### config.mk
export PLATFORM = sky130hd
export DESIGN_NAME = utf8_validating_decoder_core
export DESIGN_NICKNAME = d
export VERILOG_FILES = /design/src/rtl/utf8d_pkg.sv /design/src/rtl/utf8d_step_unit.sv /design/src/rtl/utf8d_out_reg.sv /design/src/rtl/utf8_validating_decoder_core.sv
export SDC_FILE = /design/constraint.sdc
export NUM_CORES = 1
export LEC_CHECK = 0
export BUFFER_PORTS_ARGS = -buffer_cell sky130_fd_sc_hd__clkbuf_2
export CORE_ASPECT_RATIO = 1.1
export CORE_UTILIZATION = 44
export CTS_BUF_LIST = sky130_fd_sc_hd__clkbuf_2
export DETAILED_ROUTE_END_ITERATION = 8
export GPL_TIMING_DRIVEN = 0
export SLEW_MARGIN = 20
export SYNTH_ARGS = -nofsm -noshare
export SYNTH_HDL_FRONTEND = slang
export SYNTH_HIERARCHICAL = 1
export SYNTH_SLANG_ARGS = --single-unit
export TNS_END_PERCENT = 100
### constraint.sdc
create_clock -name clk -period 4 [get_ports clk]
set_input_delay 0 -clock clk [delete_from_list [all_inputs] [get_ports clk]]
set_output_delay 0 -clock clk [all_outputs]
set_load 0.03 [all_outputs]
### src/rtl/utf8d_pkg.sv
// Shared types, constants and helpers for the UTF-8 validating decoder.
// No dependencies; imported by every module of the decoder.
package utf8d_pkg;

	localparam int CP_W = 21;
	localparam int HELD_DEPTH = 2;

	localparam logic [CP_W-1:0] REPL_CP = 21'h00FFFD;
	localparam logic [CP_W-1:0] MIN_CP2 = 21'h000080;
	localparam logic [CP_W-1:0] MIN_CP3 = 21'h000800;
	localparam logic [CP_W-1:0] SURR_LO = 21'h00D800;
	localparam logic [CP_W-1:0] SURR_HI = 21'h00DFFF;
	localparam logic [CP_W-1:0] MIN_CP4 = 21'h010000;
	localparam logic [CP_W-1:0] MAX_CP  = 21'h10FFFF;

	localparam logic [7:0] LEAD2_MIN = 8'hC2;
	localparam logic [7:0] LEAD3_MIN = 8'hE0;
	localparam logic [7:0] LEAD4_MIN = 8'hF0;
	localparam logic [7:0] LEAD_MAX  = 8'hF4;

	typedef enum logic [1:0] {
		S_IDLE,
		S_EXEC,
		S_REPLAY
	} state_t;

	// One decoded result.
	typedef struct packed {
		logic [CP_W-1:0] cp;
		logic            rep;
		logic            last;
	} res_t;

	// What the step unit decides for one byte.
	typedef struct packed {
		logic            emit;
		logic            err;
		logic            hold;
		logic [CP_W-1:0] cp;
		logic            rep;
		logic [7:0]      nxt_lead;
		logic [1:0]      nxt_exp;
		logic [CP_W-1:0] nxt_part;
	} step_out_t;

	// A byte seen with no sequence pending gives a result unless it is a lead.
	function automatic logic idle_emits(input logic [7:0] b);
		return !(b >= LEAD2_MIN && b <= LEAD_MAX);
	endfunction

endpackage

### src/rtl/utf8d_step_unit.sv
// Single-byte decode step: classifies a byte against the pending sequence,
// folds continuation bits in and range-checks a finished code point.
// Depends on utf8d_pkg.
module utf8d_step_unit (
	input  logic [7:0]                   in_b,
	input  logic [7:0]                   lead,
	input  logic [1:0]                   exp_cnt,
	input  logic [utf8d_pkg::CP_W-1:0]   part,
	output utf8d_pkg::step_out_t         st
);
	import utf8d_pkg::*;

	logic [CP_W-1:0] acc;
	logic [1:0]      exp_dec;
	logic            val_ok;

	assign acc     = {part[CP_W-7:0], in_b[5:0]};
	assign exp_dec = exp_cnt - 2'd1;

	always_comb begin
		if (lead < LEAD3_MIN) begin
			val_ok = acc >= MIN_CP2;
		end else if (lead < LEAD4_MIN) begin
			val_ok = (acc >= MIN_CP3) && !(acc >= SURR_LO && acc <= SURR_HI);
		end else begin
			val_ok = (acc >= MIN_CP4) && (acc <= MAX_CP);
		end
	end

	always_comb begin
		st          = '0;
		st.nxt_lead = lead;
		st.nxt_exp  = exp_cnt;
		st.nxt_part = part;
		if (exp_cnt == 2'd0) begin
			if (in_b < 8'h80) begin
				st.emit = 1'b1;
				st.cp   = {{(CP_W-8){1'b0}}, in_b};
			end else if (in_b < LEAD2_MIN || in_b > LEAD_MAX) begin
				st.emit = 1'b1;
				st.cp   = REPL_CP;
				st.rep  = 1'b1;
			end else begin
				st.nxt_lead = in_b;
				if (in_b < LEAD3_MIN) begin
					st.nxt_exp  = 2'd1;
					st.nxt_part = {{(CP_W-5){1'b0}}, in_b[4:0]};
				end else if (in_b < LEAD4_MIN) begin
					st.nxt_exp  = 2'd2;
					st.nxt_part = {{(CP_W-4){1'b0}}, in_b[3:0]};
				end else begin
					st.nxt_exp  = 2'd3;
					st.nxt_part = {{(CP_W-3){1'b0}}, in_b[2:0]};
				end
			end
		end else if (in_b[7:6] != 2'b10) begin
			st.emit = 1'b1;
			st.err  = 1'b1;
			st.cp   = REPL_CP;
			st.rep  = 1'b1;
		end else if (exp_dec == 2'd0) begin
			st.emit = 1'b1;
			if (val_ok) begin
				st.cp       = acc;
				st.nxt_lead = '0;
				st.nxt_exp  = '0;
				st.nxt_part = '0;
			end else begin
				st.err = 1'b1;
				st.cp  = REPL_CP;
				st.rep = 1'b1;
			end
		end else begin
			st.hold     = 1'b1;
			st.nxt_exp  = exp_dec;
			st.nxt_part = acc;
		end
	end

endmodule

### src/rtl/utf8d_out_reg.sv
// Output holding register on the result stream.
// Depends on utf8d_pkg.
module utf8d_out_reg (
	input  logic              clk,
	input  logic              arst_n,
	input  logic              load,
	input  utf8d_pkg::res_t   res,
	output logic              can_load,
	output logic              m_tvalid,
	input  logic              m_tready,
	output logic [23:0]       m_tdata,   // [20:0] code_point, [23:21] zero
	output logic              m_tuser,   // [0] replaced
	output logic              m_tlast    // run_end
);
	import utf8d_pkg::*;

	logic            valid_q;
	logic [CP_W-1:0] cp_q;
	logic            rep_q;
	logic            last_q;

	assign can_load = !valid_q || m_tready;

	always_ff @(posedge clk or negedge arst_n) begin
		if (!arst_n) begin
			valid_q <= 1'b0;
		end else if (can_load) begin
			valid_q <= load;
		end
	end

	always_ff @(posedge clk) begin
		if (can_load && load) begin
			cp_q   <= res.cp;
			rep_q  <= res.rep;
			last_q <= res.last;
		end
	end

	assign m_tvalid = valid_q;
	assign m_tdata  = {{(24-CP_W){1'b0}}, cp_q};
	assign m_tuser  = rep_q;
	assign m_tlast  = last_q;

endmodule

### src/rtl/utf8_validating_decoder_core.sv
// UTF-8 validating decoder: one byte per request in, Unicode code points out.
// An accepted byte is captured, then makes one pass through the shared decode
// step unit; a broken sequence then replays each held continuation byte and
// the current byte through it, and every result waits for a free output
// register. s_tready is high only while the sequencer is idle. A bad sequence
// gives U+FFFD with m_tuser set, followed by its replayed bytes; m_tlast marks
// the last result caused by an input byte. A sequence still open after the
// byte with s_tlast has been decoded is dropped without output.
// Depends on utf8d_pkg, utf8d_step_unit, utf8d_out_reg.
module utf8_validating_decoder_core (
	input  logic        clk,
	input  logic        arst_n,
	input  logic        s_tvalid,
	output logic        s_tready,
	input  logic [7:0]  s_tdata,   // [7:0] in_byte
	input  logic        s_tlast,   // stream_end
	output logic        m_tvalid,
	input  logic        m_tready,
	output logic [23:0] m_tdata,   // [20:0] code_point, [23:21] zero
	output logic        m_tuser,   // [0] replaced
	output logic        m_tlast    // run_end
);
	import utf8d_pkg::*;

	state_t          state_q, state_d;
	logic [7:0]      byte_q;
	logic            last_q;
	logic [7:0]      lead_q;
	logic [1:0]      exp_q;
	logic [CP_W-1:0] part_q;
	logic [1:0]      held_cnt_q;
	logic [1:0]      rep_idx_q;
	logic [7:0]      held_q [HELD_DEPTH];

	logic            accept;
	logic            replay_held;
	logic [7:0]      feed_b;
	logic            emit_req;
	logic            can_load;
	logic            go;
	res_t            res;
	step_out_t       st;

	utf8d_step_unit u_step (
		.in_b    (feed_b),
		.lead    (lead_q),
		.exp_cnt (exp_q),
		.part    (part_q),
		.st      (st)
	);

	utf8d_out_reg u_out (
		.clk      (clk),
		.arst_n   (arst_n),
		.load     (emit_req),
		.res      (res),
		.can_load (can_load),
		.m_tvalid (m_tvalid),
		.m_tready (m_tready),
		.m_tdata  (m_tdata),
		.m_tuser  (m_tuser),
		.m_tlast  (m_tlast)
	);

	assign accept = s_tvalid && s_tready;
	assign go     = !emit_req || can_load;

	// outputs of the sequencer
	always_comb begin
		s_tready    = (state_q == S_IDLE);
		replay_held = (state_q == S_REPLAY) && (rep_idx_q < held_cnt_q);
		feed_b      = replay_held ? held_q[rep_idx_q[0]] : byte_q;
		emit_req    = (state_q != S_IDLE) && st.emit;
		res.cp      = st.cp;
		res.rep     = st.rep;
		case (state_q)
			S_EXEC: begin
				res.last = !st.err || (held_cnt_q == 2'd0 && !idle_emits(byte_q));
			end
			S_REPLAY: begin
				res.last = !replay_held ||
					(rep_idx_q == held_cnt_q - 2'd1 && !idle_emits(byte_q));
			end
			default: begin
				res.last = 1'b1;
			end
		endcase
	end

	// next state
	always_comb begin
		state_d = state_q;
		case (state_q)
			S_IDLE: begin
				if (accept) state_d = S_EXEC;
			end
			S_EXEC: begin
				if (go) state_d = st.err ? S_REPLAY : S_IDLE;
			end
			S_REPLAY: begin
				if (go && !replay_held) state_d = S_IDLE;
			end
			default: begin
				state_d = S_IDLE;
			end
		endcase
	end

	always_ff @(posedge clk or negedge arst_n) begin
		if (!arst_n) begin
			state_q    <= S_IDLE;
			lead_q     <= '0;
			exp_q      <= '0;
			part_q     <= '0;
			held_cnt_q <= '0;
			rep_idx_q  <= '0;
		end else begin
			state_q <= state_d;
			if (go && state_q == S_EXEC && st.err) begin
				lead_q    <= '0;
				exp_q     <= '0;
				part_q    <= '0;
				rep_idx_q <= '0;
			end else if (go && state_q == S_REPLAY && replay_held) begin
				rep_idx_q <= rep_idx_q + 2'd1;
			end else if (go && state_q != S_IDLE) begin
				// end of stream drops an open sequence
				if (last_q && st.nxt_exp != 2'd0) begin
					lead_q <= '0;
					exp_q  <= '0;
					part_q <= '0;
				end else begin
					lead_q <= st.nxt_lead;
					exp_q  <= st.nxt_exp;
					part_q <= st.nxt_part;
				end
				if (st.nxt_exp == 2'd0 || last_q || state_q == S_REPLAY) begin
					held_cnt_q <= '0;
				end else if (st.hold) begin
					held_cnt_q <= held_cnt_q + 2'd1;
				end
			end
		end
	end

	always_ff @(posedge clk) begin
		if (accept) begin
			byte_q <= s_tdata;
			last_q <= s_tlast;
		end
		if (go && state_q == S_EXEC && st.hold) begin
			held_q[held_cnt_q[0]] <= byte_q;
		end
	end

	a_held_bound: assert property (@(posedge clk) disable iff (!arst_n)
		held_cnt_q != 2'd3)
		else $error("held byte count out of range");

	a_pending_lead: assert property (@(posedge clk) disable iff (!arst_n)
		(state_q == S_IDLE && exp_q != 2'd0) |-> (lead_q >= LEAD2_MIN && lead_q <= LEAD_MAX))
		else $error("pending sequence without a valid lead");

	a_replay_repl: assert property (@(posedge clk) disable iff (!arst_n)
		(emit_req && replay_held) |-> (res.rep && res.cp == REPL_CP))
		else $error("replayed continuation byte did not give a replacement");

	a_accept_exec: assert property (@(posedge clk) disable iff (!arst_n)
		accept |=> (state_q == S_EXEC && !s_tready))
		else $error("accepted byte not taken to the decode step");

endmodule
==> summary.txt, run 1 <==
STA
  • Fin worst setup slack: between 150 and 200 ps
  • Final hold vios: 0
  • Final Skew: ~22 ps
  • Final period util: 0.962
  • RSZ-0062 raised after global routing: true
  • Fin. max-slew vios: 0
  • Hold Slack: between 50 and 60 ps
  • Worst-Margin Slew: 747 ps
  • Final setup viols: 0
  • Post-route minimum period: 3850 ps
  • Fmax achieved: 260 MHz
  • Max_slew headroom: 0.502

Pwr
  • PwrDens: 697 nW/um^2
  • Pleak: 1.85 nW
  • Total Power: 0.00315 W
  • VDD IR max: between 0.2 and 0.3 mV

Synth
  • Synth Instances: 325
  • Synth warn: 6
  • Mapped Area: 3830 sq um
  • Avg Inst Size Synth: 11.8 sq um

Route
  • WL/cell: 15.8 microns
  • Final wirelength: slightly above 8000 microns
  • DR vias: around 2.8k
  • Via density: 5.45
  • DRC Markers: 0
  • Drt pass-1 iters: 4
  • Post-route antenna net violation count: 0
  • Drt first-iter violations: 98

Placed design
  • Worst slack at placement: -449 ps
  • Routability cong.: roughly 0.83
  • Port buffer count: 37
  • DP HPWL: 5650 microns

Status
  • Outcome: finished clean

Final layout
  • Nets: 418
  • Share of cells above drive strength 1: 0.261
  • Fin util: 0.538
  • ANT cells: 0
  • Area Overhead vs Synth: 18.1%

Run
  • Max Cap Viol: 0

Critical path
  • Cell family with most CP delay: simple AND/OR/NAND/NOR gates
  • Setup slack, reg-to-reg: 150 ps
  • CP required: 4420 ps
  • CP max-delay cell: or4_4
  • CP dominant cell by count: nand2_1
  • Reg2Reg Depth: 16
  • Crit path capture type: flip-flop
  • Critical Path AT: 4270 ps
  • Kind of critical path: reg2reg
  • WP depth: 16
  • CP max stage delay: 580 ps
  • CP startpoint kind: flip-flop
  • Cells along the critical path: inv_1 -> ha_1 -> and2b_4 -> nand2_2 -> buf_2 -> nand2_1 -> o21ai_0 -> or4_4 -> o21bai_2 -> or2_2 -> nand2_1 -> inv_2 -> or3b_1 -> a2bb2oi_1 -> o21ai_1 -> mux2_1
  • WP buf/inv: 3
  • Crit path max fanout: 10

Global routing
  • Total GRT Usage: 0.186
  • Maximum number of pins on one net before global-route repair: 29
  • Vias in the first global route: 2,715
  • Antenna violations before repair: 0
  • Remaining Overflow, GRT: 0
  • Global-route wire length before repair: around 13,000 microns

Min path
  • Hold crit path type: in2async

CTS
  • Max H-tree Level: 3
  • Skew-Pair Late Insertion Delay: 510 ps
  • CTS Buf Count: 9
  • TritonCTS clock tree: yes
  • CTS root buf: clkbuf_2
  • CTS clock-pin slew for the worst setup and hold paths: ~200 ps
  • Clock sinks: 76
  • Bufs on Longest Clock Path: 2

Floorplan
  • # IOs: 41
  • FP Rows: 35
  • Starting Density: 0.455
  • Chip height: roughly 100 microns
  • Die area: 9080 sq um
  • Core area: 8410 sq um
  • Die width: 90.9 microns
## worst paths after layout
path / from / end
worst min register to register: byte_q[7] / held_q[0][7]
min in group clk: s_tdata[0] / byte_q[0]
worst max register to register: held_cnt_q[1] / state_q[1]
worst min-delay path: arst_n / state_q[1]
worst max-delay path: held_cnt_q[1] / state_q[1]
max in group asynchronous: arst_n / rep_idx_q[0]
## layout make-up
class | count | area (sq um)
clock inverters | 5 | 28.8
plain buffers | 20 | 126
multi-input cells | 217 | 1570
clock buffers | 11 | 55.1
repair buffers | 59 | 405
well taps | 111 | 139
fillers | 775 | 3880
flip-flops and latches | 76 | 2140
inverters | 14 | 52.6
## timing repair
| action | 4_1_cts | 5_1_grt |
|---|---|---|
| hold buffers | 12 | 0 |
| buffers inserted | 2 | 8 |
| endpoints found under the hold margin | 40 | 0 |
| endpoints found under the setup margin | 66 | 39 |
| resized for setup | 13 | 5 |
| pin swaps | 0 | 3 |
## power breakdown
part | switching [W] | total [W] | internal [W]
Clock | 0.000261 | 0.000344 | 0.0000825
Combinational | 0.000997 | 0.00158 | 0.000583
Sequential | 0.000110 | 0.00123 | 0.00112
## per-stage QoR
step | instances | setup TNS, ps | area [sq um]
6_report | 513 | 0 | 4520
5_1_grt | 513 | -81.2 | 4520
4_1_cts | 505 | 0 | 4430
3_5_place_dp | 475 | -17260 | 4170
3_3_place_gp | 475 | -22330 | 4160
2_1_floorplan | 327 | 0 | 3840
## metal layers
metal / vias up / GRT usage / wire (microns)
li1: 1379 / - / -
met1: 1347 / 0.214 / 3490
met2: 61 / 0.341 / 4160
met3: 10 / 0.0409 / 305
met4: 0 / 0.0659 / 129
met5: - / 0 / 0
## state kept, by name (all words and copies together) (netlist names)
register	count
byte_q	8
exp_q	2
held_cnt_q	2
held_q	16
last_q	1
lead_q	4
part_q	15
rep_idx_q	2
state_q	2
u_out/cp_q	21
u_out/m_tlast	1
u_out/m_tuser	1
u_out/m_tvalid	1
## layout by cell type (no fill, tap or decap), types with 4 or more instances in the layout
cell,n
a21oi_1,7
clkbuf_2,48
o211ai_1,4
inv_1,12
mux2i_1,8
a22o_1,39
buf_2,8
nand2_1,22
dfrtp_1,28
nor2_1,15
o21ai_1,7
ha_1,7
nand2b_1,5
edfxtp_1,48
dlygate4sd3_1,12
o21a_1,11
o22ai_1,4
nand3_1,4
o21ai_0,16
buf_4,13
and2_1,8
No activity file was read; power rests on OpenSTA's default activity.
==> inputs of run 2 (changes only) <==
Settings changed: RECOVER_POWER set to 100.
==> summary.txt, run 2 (same netlist as run 1, synthesis figures left out) <==
Status
  • Outcome: finished with violations
  • Failing checks: capacitance limit, slew limit

Floorplan
  • Chip height: 99.8 microns (unchanged)
  • Starting Density: 0.455 (unchanged)
  • # IOs: 41 (unchanged)
  • Core area: 8410 sq um (unchanged)
  • FP Rows: 35 (unchanged)
  • Die width: 90.9 microns (unchanged)
  • Die area: 9080 sq um (unchanged)

Final layout
  • Leading cell type in the layout, fill and taps excluded: edfxtp_1
  • Reg with most FFs: u_out/cp_q
  • Fill count: 785 (+1.3%)
  • Multi-input logic area: 1570 sq um (unchanged)
  • Share of cells above drive strength 1: 0.197 (-0.0647)
  • ANT cells: 0 (unchanged)
  • Register Area: 2140 sq um (unchanged)
  • Area Overhead vs Synth: 17.3%
  • Largest register FFs: 21 (unchanged)
  • Commonest cells after routing, fill and taps aside: edfxtp_1 (48), a22o_1 (39), clkbuf_1 (29), dfrtp_1 (28)
  • Nets: 418 (unchanged)

Route
  • DR vias: 2,796 (-0.036%)
  • DRC Markers: 0 (unchanged)
  • Final wirelength: 8110 microns (+0.21%)
  • WL/cell: 15.8 microns (+0.21%)
  • Post-route antenna net violation count: 0 (unchanged)
  • Drt first-iter violations: 103 (+5.1%)
  • Drt pass-1 iters: 4 (unchanged)
  • Via density: 5.45 (about the same)

Placed design
  • DP HPWL: 5650 microns (unchanged)
  • Port buffer count: 37 (unchanged)
  • Routability cong.: 0.833 (unchanged)

STA
  • Worst-Margin Slew: 1610 ps (+864 ps)
  • Hold Slack: 186 ps (+135 ps)
  • RSZ-0062 raised after global routing: true
  • Max_slew headroom: -0.0741 (-0.576)
  • Fmax achieved: 260 MHz (-0.12%)
  • Fin. max-slew vios: 29 (+29)
  • Final Skew: 22.3 ps (-0.0594 ps)
  • Final hold vios: 0 (unchanged)
  • Post-route minimum period: 3850 ps (+4.64 ps)
  • Final setup viols: 0 (unchanged)
  • Final period util: 0.963 (+0.00116)
  • Setup TNS: 0 ps (unchanged)

Global routing
  • Remaining Overflow, GRT: 0 (unchanged)
  • Global-route wire length before repair: 13,000 microns (unchanged)
  • Total GRT Usage: 0.186 (unchanged)
  • Vias in the first global route: 2,715 (unchanged)
  • Maximum number of pins on one net before global-route repair: 29 (unchanged)
  • Antenna violations before repair: 0 (unchanged)

Critical path
  • Cell family with most CP delay: simple AND/OR/NAND/NOR gates
  • Crit path capture type: flip-flop
  • CP max-delay cell: dfrtp_1
  • CP required: 4420 ps (about the same)
  • WP depth: 15 (-1)
  • CP startpoint kind: flip-flop
  • WP buf/inv: 2 (-1)
  • Critical path launch point: held_cnt_q[0]
  • Setup slack, reg-to-reg: 150 ps (about the same)
  • End point of the critical path: state_q[1]
  • Critical Path AT: 4270 ps (about the same)
  • Kind of critical path: reg2reg
  • Worst flop-to-flop path endpoint: state_q[1]
  • CP max stage delay: 490 ps (-90 ps)
  • FF-to-FF Start: held_cnt_q[0]
  • Cells along the critical path: ha_1 -> nand2b_2 -> nand2_2 -> buf_2 -> nand2_1 -> o21ai_0 -> o21ai_0 -> a21boi_2 -> or2_2 -> nand2_1 -> inv_2 -> or3b_1 -> a2bb2oi_1 -> o21ai_1 -> mux2_1
  • Crit path max fanout: 10 (unchanged)
  • Reg2Reg Depth: 15 (-1)

Min path
  • Hold crit path type: in2reg

CTS
  • CTS clock-pin slew for the worst setup and hold paths: 200 ps (about the same)
  • CTS root buf: clkbuf_2
  • Bufs on Longest Clock Path: 2 (unchanged)
  • Skew-Pair Late Insertion Delay: 510 ps (about the same)
  • Max H-tree Level: 3 (unchanged)
  • CTS Buf Count: 9 (unchanged)
  • TritonCTS clock tree: yes
  • Clock sinks: 76 (unchanged)

Pwr
  • PwrDens: 695 nW/um^2 (-0.23%)
  • Total Power: 0.00312 W (-0.95%)
  • Pleak: 1.77 nW (-4.2%)
  • VDD IR max: 0.289 mV (-0.11%)

Run
  • Max Cap Viol: 1 (+1)
==> run 2: report_power, final <==
part | switching (W) | total (W) | internal (W)
Combinational | 0.000999 | 0.00155 | 0.000552
Sequential | 0.000110 | 0.00123 | 0.00112
Clock | 0.000262 | 0.000345 | 0.0000825
Total | 0.00137 | 0.00312 | 0.00175
==> run 2: worst min path at each step <==
stage          slack [ps]        from         end  cells after the start
2_1_floorplan        -300      arst_n    exp_q[0]                      0
3_3_place_gp          100      arst_n  state_q[0]                      1
3_5_place_dp          110      arst_n  state_q[0]                      1
6_report              190  s_tdata[0]   byte_q[0]                      2
5_1_grt               130  s_tdata[1]   byte_q[1]                      2
4_1_cts                50      arst_n  state_q[1]                      2
==> run 2: routing by layer <==
| metal | routed length [microns] | GRT usage |
|---|---|---|
| met5 | 0 | 0 |
| met4 | 129 | 0.0659 |
| met3 | 325 | 0.0409 |
| met2 | 4150 | 0.341 |
| met1 | 3500 | 0.214 |
==> run 2: per-stage QoR <==
step                worst slack (ps)  instances  area (sq um)  utilization
finish                           149        513          4490        0.534
detailed placement              -449        475          4170        0.496
global route                   -50.4        513          4490        0.534
floorplan                        363        327          3840            -
global placement                -620        475          4160        0.495
CTS                             7.55        505          4430        0.526
==> run 2: area by class of cell <==
class	instances	share of cell area
tap	111	0.0309
clock inverter	5	0.00641
sequential	76	0.477
buffer	20	0.0281
timing repair buffer	59	0.0830
clock buffer	11	0.0123
multi-input combinational	217	0.351
inverter	14	0.0117
==> run 2: repair_timing <==
action	4_1_cts	5_1_grt
hold buffers	12	0
pin swaps	0	3
endpoints found under the hold margin	40	0
cloned	0	0
setup endpoints to repair	66	39
resized for setup	13	5
buffers inserted	2	8
==> inputs of run 3 (changes only) <==
Clock period 4 ns to 3.8 ns, I/O delays scaled along.
==> summary.txt, run 3 (same netlist as run 1, synthesis figures left out) <==
Status
  • Outcome: finished with violations
  • Failing checks: capacitance limit, slew limit

Route
  • DR vias: 2,793 (-0.11%)
  • Final wirelength: 8060 microns (-0.62%)
  • Drt pass-1 iters: 4 (unchanged)
  • WL/cell: 15.8 microns (about the same)
  • Via density: 5.48 (+0.48%)
  • Post-route antenna net violation count: 0 (unchanged)
  • DRC Markers: 0 (unchanged)
  • Drt first-iter violations: 152 (+48%)

Critical path
  • CP max stage delay: 540 ps (+50 ps)
  • CP max-delay cell: or4_4
  • Cells along the critical path: inv_1 -> ha_1 -> and2b_4 -> nand2_4 -> clkbuf_8 -> nand2_1 -> o21ai_2 -> or4_4 -> o21bai_2 -> or2_2 -> nand2_2 -> inv_4 -> or3b_4 -> a2bb2oi_1 -> o21ai_1 -> mux2_1
  • Kind of critical path: reg2reg
  • CP required: 4220 ps (-200 ps)
  • WP buf/inv: 3 (+1)
  • Crit path capture type: flip-flop
  • Worst flop-to-flop path endpoint: state_q[1]
  • Cell family with most CP delay: simple AND/OR/NAND/NOR gates
  • Critical Path AT: 4040 ps (-230 ps)
  • Reg2Reg Depth: 16 (+1)
  • Crit path max fanout: 10 (unchanged)
  • FF-to-FF Start: held_cnt_q[1]
  • CP startpoint kind: flip-flop
  • Setup slack, reg-to-reg: 180 ps (+30 ps)

Placed design
  • Routability cong.: 0.833 (unchanged)
  • Port buffer count: 37 (unchanged)
  • Worst slack at placement: -649 ps (-200 ps)
  • DP HPWL: 5650 microns (unchanged)

STA
  • Max_slew headroom: -0.0755 (-0.00136)
  • Final period util: 0.953 (-0.00992)
  • Hold Slack: 183 ps (-2.91 ps)
  • Final Skew: 19.2 ps (-3.10 ps)
  • Final hold vios: 0 (unchanged)
  • Fin worst setup slack: 179 ps (+30.3 ps)
  • RSZ-0062 raised after global routing: false
  • Final setup viols: 0 (unchanged)
  • Fmax achieved: 276 MHz (+6.4%)
  • Worst-Margin Slew: 1610 ps (+2.04 ps)
  • Post-route minimum period: 3620 ps (-230 ps)
  • Fin. max-slew vios: 29 (unchanged)

Min path
  • Hold Crit Depth: 2 (unchanged)
  • Hold crit path type: in2reg
  • Hold Crit Start: s_tdata[0]
  • Hold worst-path end: byte_q[0]

Floorplan
  • FP Rows: 35 (unchanged)
  • Die area: 9080 sq um (unchanged)
  • Starting Density: 0.455 (unchanged)
  • # IOs: 41 (unchanged)
  • Chip height: 99.8 microns (unchanged)
  • Core area: 8410 sq um (unchanged)
  • Die width: 90.9 microns (unchanged)

CTS
  • CTS Buf Count: 9 (unchanged)
  • CTS root buf: clkbuf_2
  • Max H-tree Level: 3 (unchanged)
  • CTS clock-pin slew for the worst setup and hold paths: 200 ps (about the same)
  • TritonCTS clock tree: yes
  • Clock sinks: 76 (unchanged)
  • Skew-Pair Late Insertion Delay: 510 ps (about the same)
  • Bufs on Longest Clock Path: 2 (unchanged)

Pwr
  • VDD IR max: 0.314 mV (+8.7%)
  • Pleak: 1.76 nW (-0.76%)
  • PwrDens: 731 nW/um^2 (+5.1%)

Final layout
  • Largest register FFs: 21 (unchanged)
  • Area Overhead vs Synth: 16.1%
  • ANT cells: 0 (unchanged)
  • Reg with most FFs: u_out/cp_q
  • Share of cells above drive strength 1: 0.188 (-0.00855)
  • Nets: 415 (-0.72%)
  • Commonest cells after routing, fill and taps aside: edfxtp_1 (48), a22o_1 (39), clkbuf_1 (32), dfrtp_1 (28), clkbuf_2 (25)
  • Leading cell type in the layout, fill and taps excluded: edfxtp_1

Global routing
  • Maximum number of pins on one net before global-route repair: 29 (unchanged)
  • Global-route wire length before repair: 13,100 microns (+0.79%)
  • Remaining Overflow, GRT: 0 (unchanged)
  • Antenna violations before repair: 0 (unchanged)
  • Total GRT Usage: 0.188 (+0.00165)
  • Vias in the first global route: 2,730 (+0.55%)

Run
  • Max Cap Viol: 1 (unchanged)
-- run 3: cell count changes in the layout (fill, tap and decap cells not counted), moves of 2 or more --
cell      delta
clkbuf_2     +3
buf_2        -2
clkbuf_1     +3
buf_4        -5
buf_12       -2
-- run 3: per-layer routing --
| metal | part of all wire | global-route usage |
|---|---|---|
| met1 | 0.44 | 0.215 |
| met2 | 0.52 | 0.344 |
| met3 | 0.032 | 0.0417 |
| met4 | 0.015 | 0.0684 |
| met5 | 0 | 0 |
-- run 3: layout make-up --
class	instances	area (sq um)
plain buffers	20	128
fillers	781	3960
clock inverters	5	28.8
repair buffers	56	313
multi-input cells	217	1580
inverters	14	55.1
well taps	111	139
flip-flops and latches	76	2140
clock buffers	11	55.1
-- run 3: how the worst max path moves through the flow --
stage | from | to | slack [ps] | cells after the start
floorplan | state_q[0] | held_q[0][0] | 160 | 14
global placement | rep_idx_q[1] | held_q[1][2] | -820 | 12
detailed placement | rep_idx_q[1] | lead_q[7] | -650 | 17
CTS | held_cnt_q[1] | state_q[1] | 20 | 16
global route | held_cnt_q[1] | state_q[1] | 10 | 16
finish | held_cnt_q[1] | state_q[1] | 180 | 16
-- run 3: where the power goes --
group | leakage [nW] | internal [W] | switching, W
Clock | 0.0554 | 0.0000868 | 0.000275
Sequential | 0.827 | 0.00118 | 0.000114
Combinational | 0.873 | 0.000552 | 0.00104
-- run 3: worst reg2reg max path: stages (launching register included) --
cell and delay [ps]:
dfrtp_1 400, inv_1 60, ha_1 210, and2b_4 310
nand2_4 100, clkbuf_8 180, nand2_1 90, o21ai_2 110
or4_4 540, o21bai_2 160, or2_2 140, nand2_2 100
inv_4 110, or3b_4 400, a2bb2oi_1 180, o21ai_1 100
mux2_1 330
-- run 3: per-stage QoR --
stage / cells / utilization / total power [W] / TNS, ps / instance area, sq um
after floorplan: 327 / - / 0.00249 / 0 / 3840
after global placement: 475 / 0.495 / 0.00287 / -35530 / 4160
after detailed placement: 475 / 0.496 / 0.00289 / -30460 / 4170
after CTS: 510 / 0.536 / 0.00332 / 0 / 4500
after global routing: 510 / 0.529 / 0.00347 / 0 / 4440
final: 510 / 0.529 / 0.00325 / 0 / 4440
-- run 3: timing repair --
item	CTS	global route
hold endpoints to repair	40	0
hold buffers	12	0
pin swaps	3	0
setup endpoints to repair	66	38
buffers inserted	7	0
resized for setup	20	8
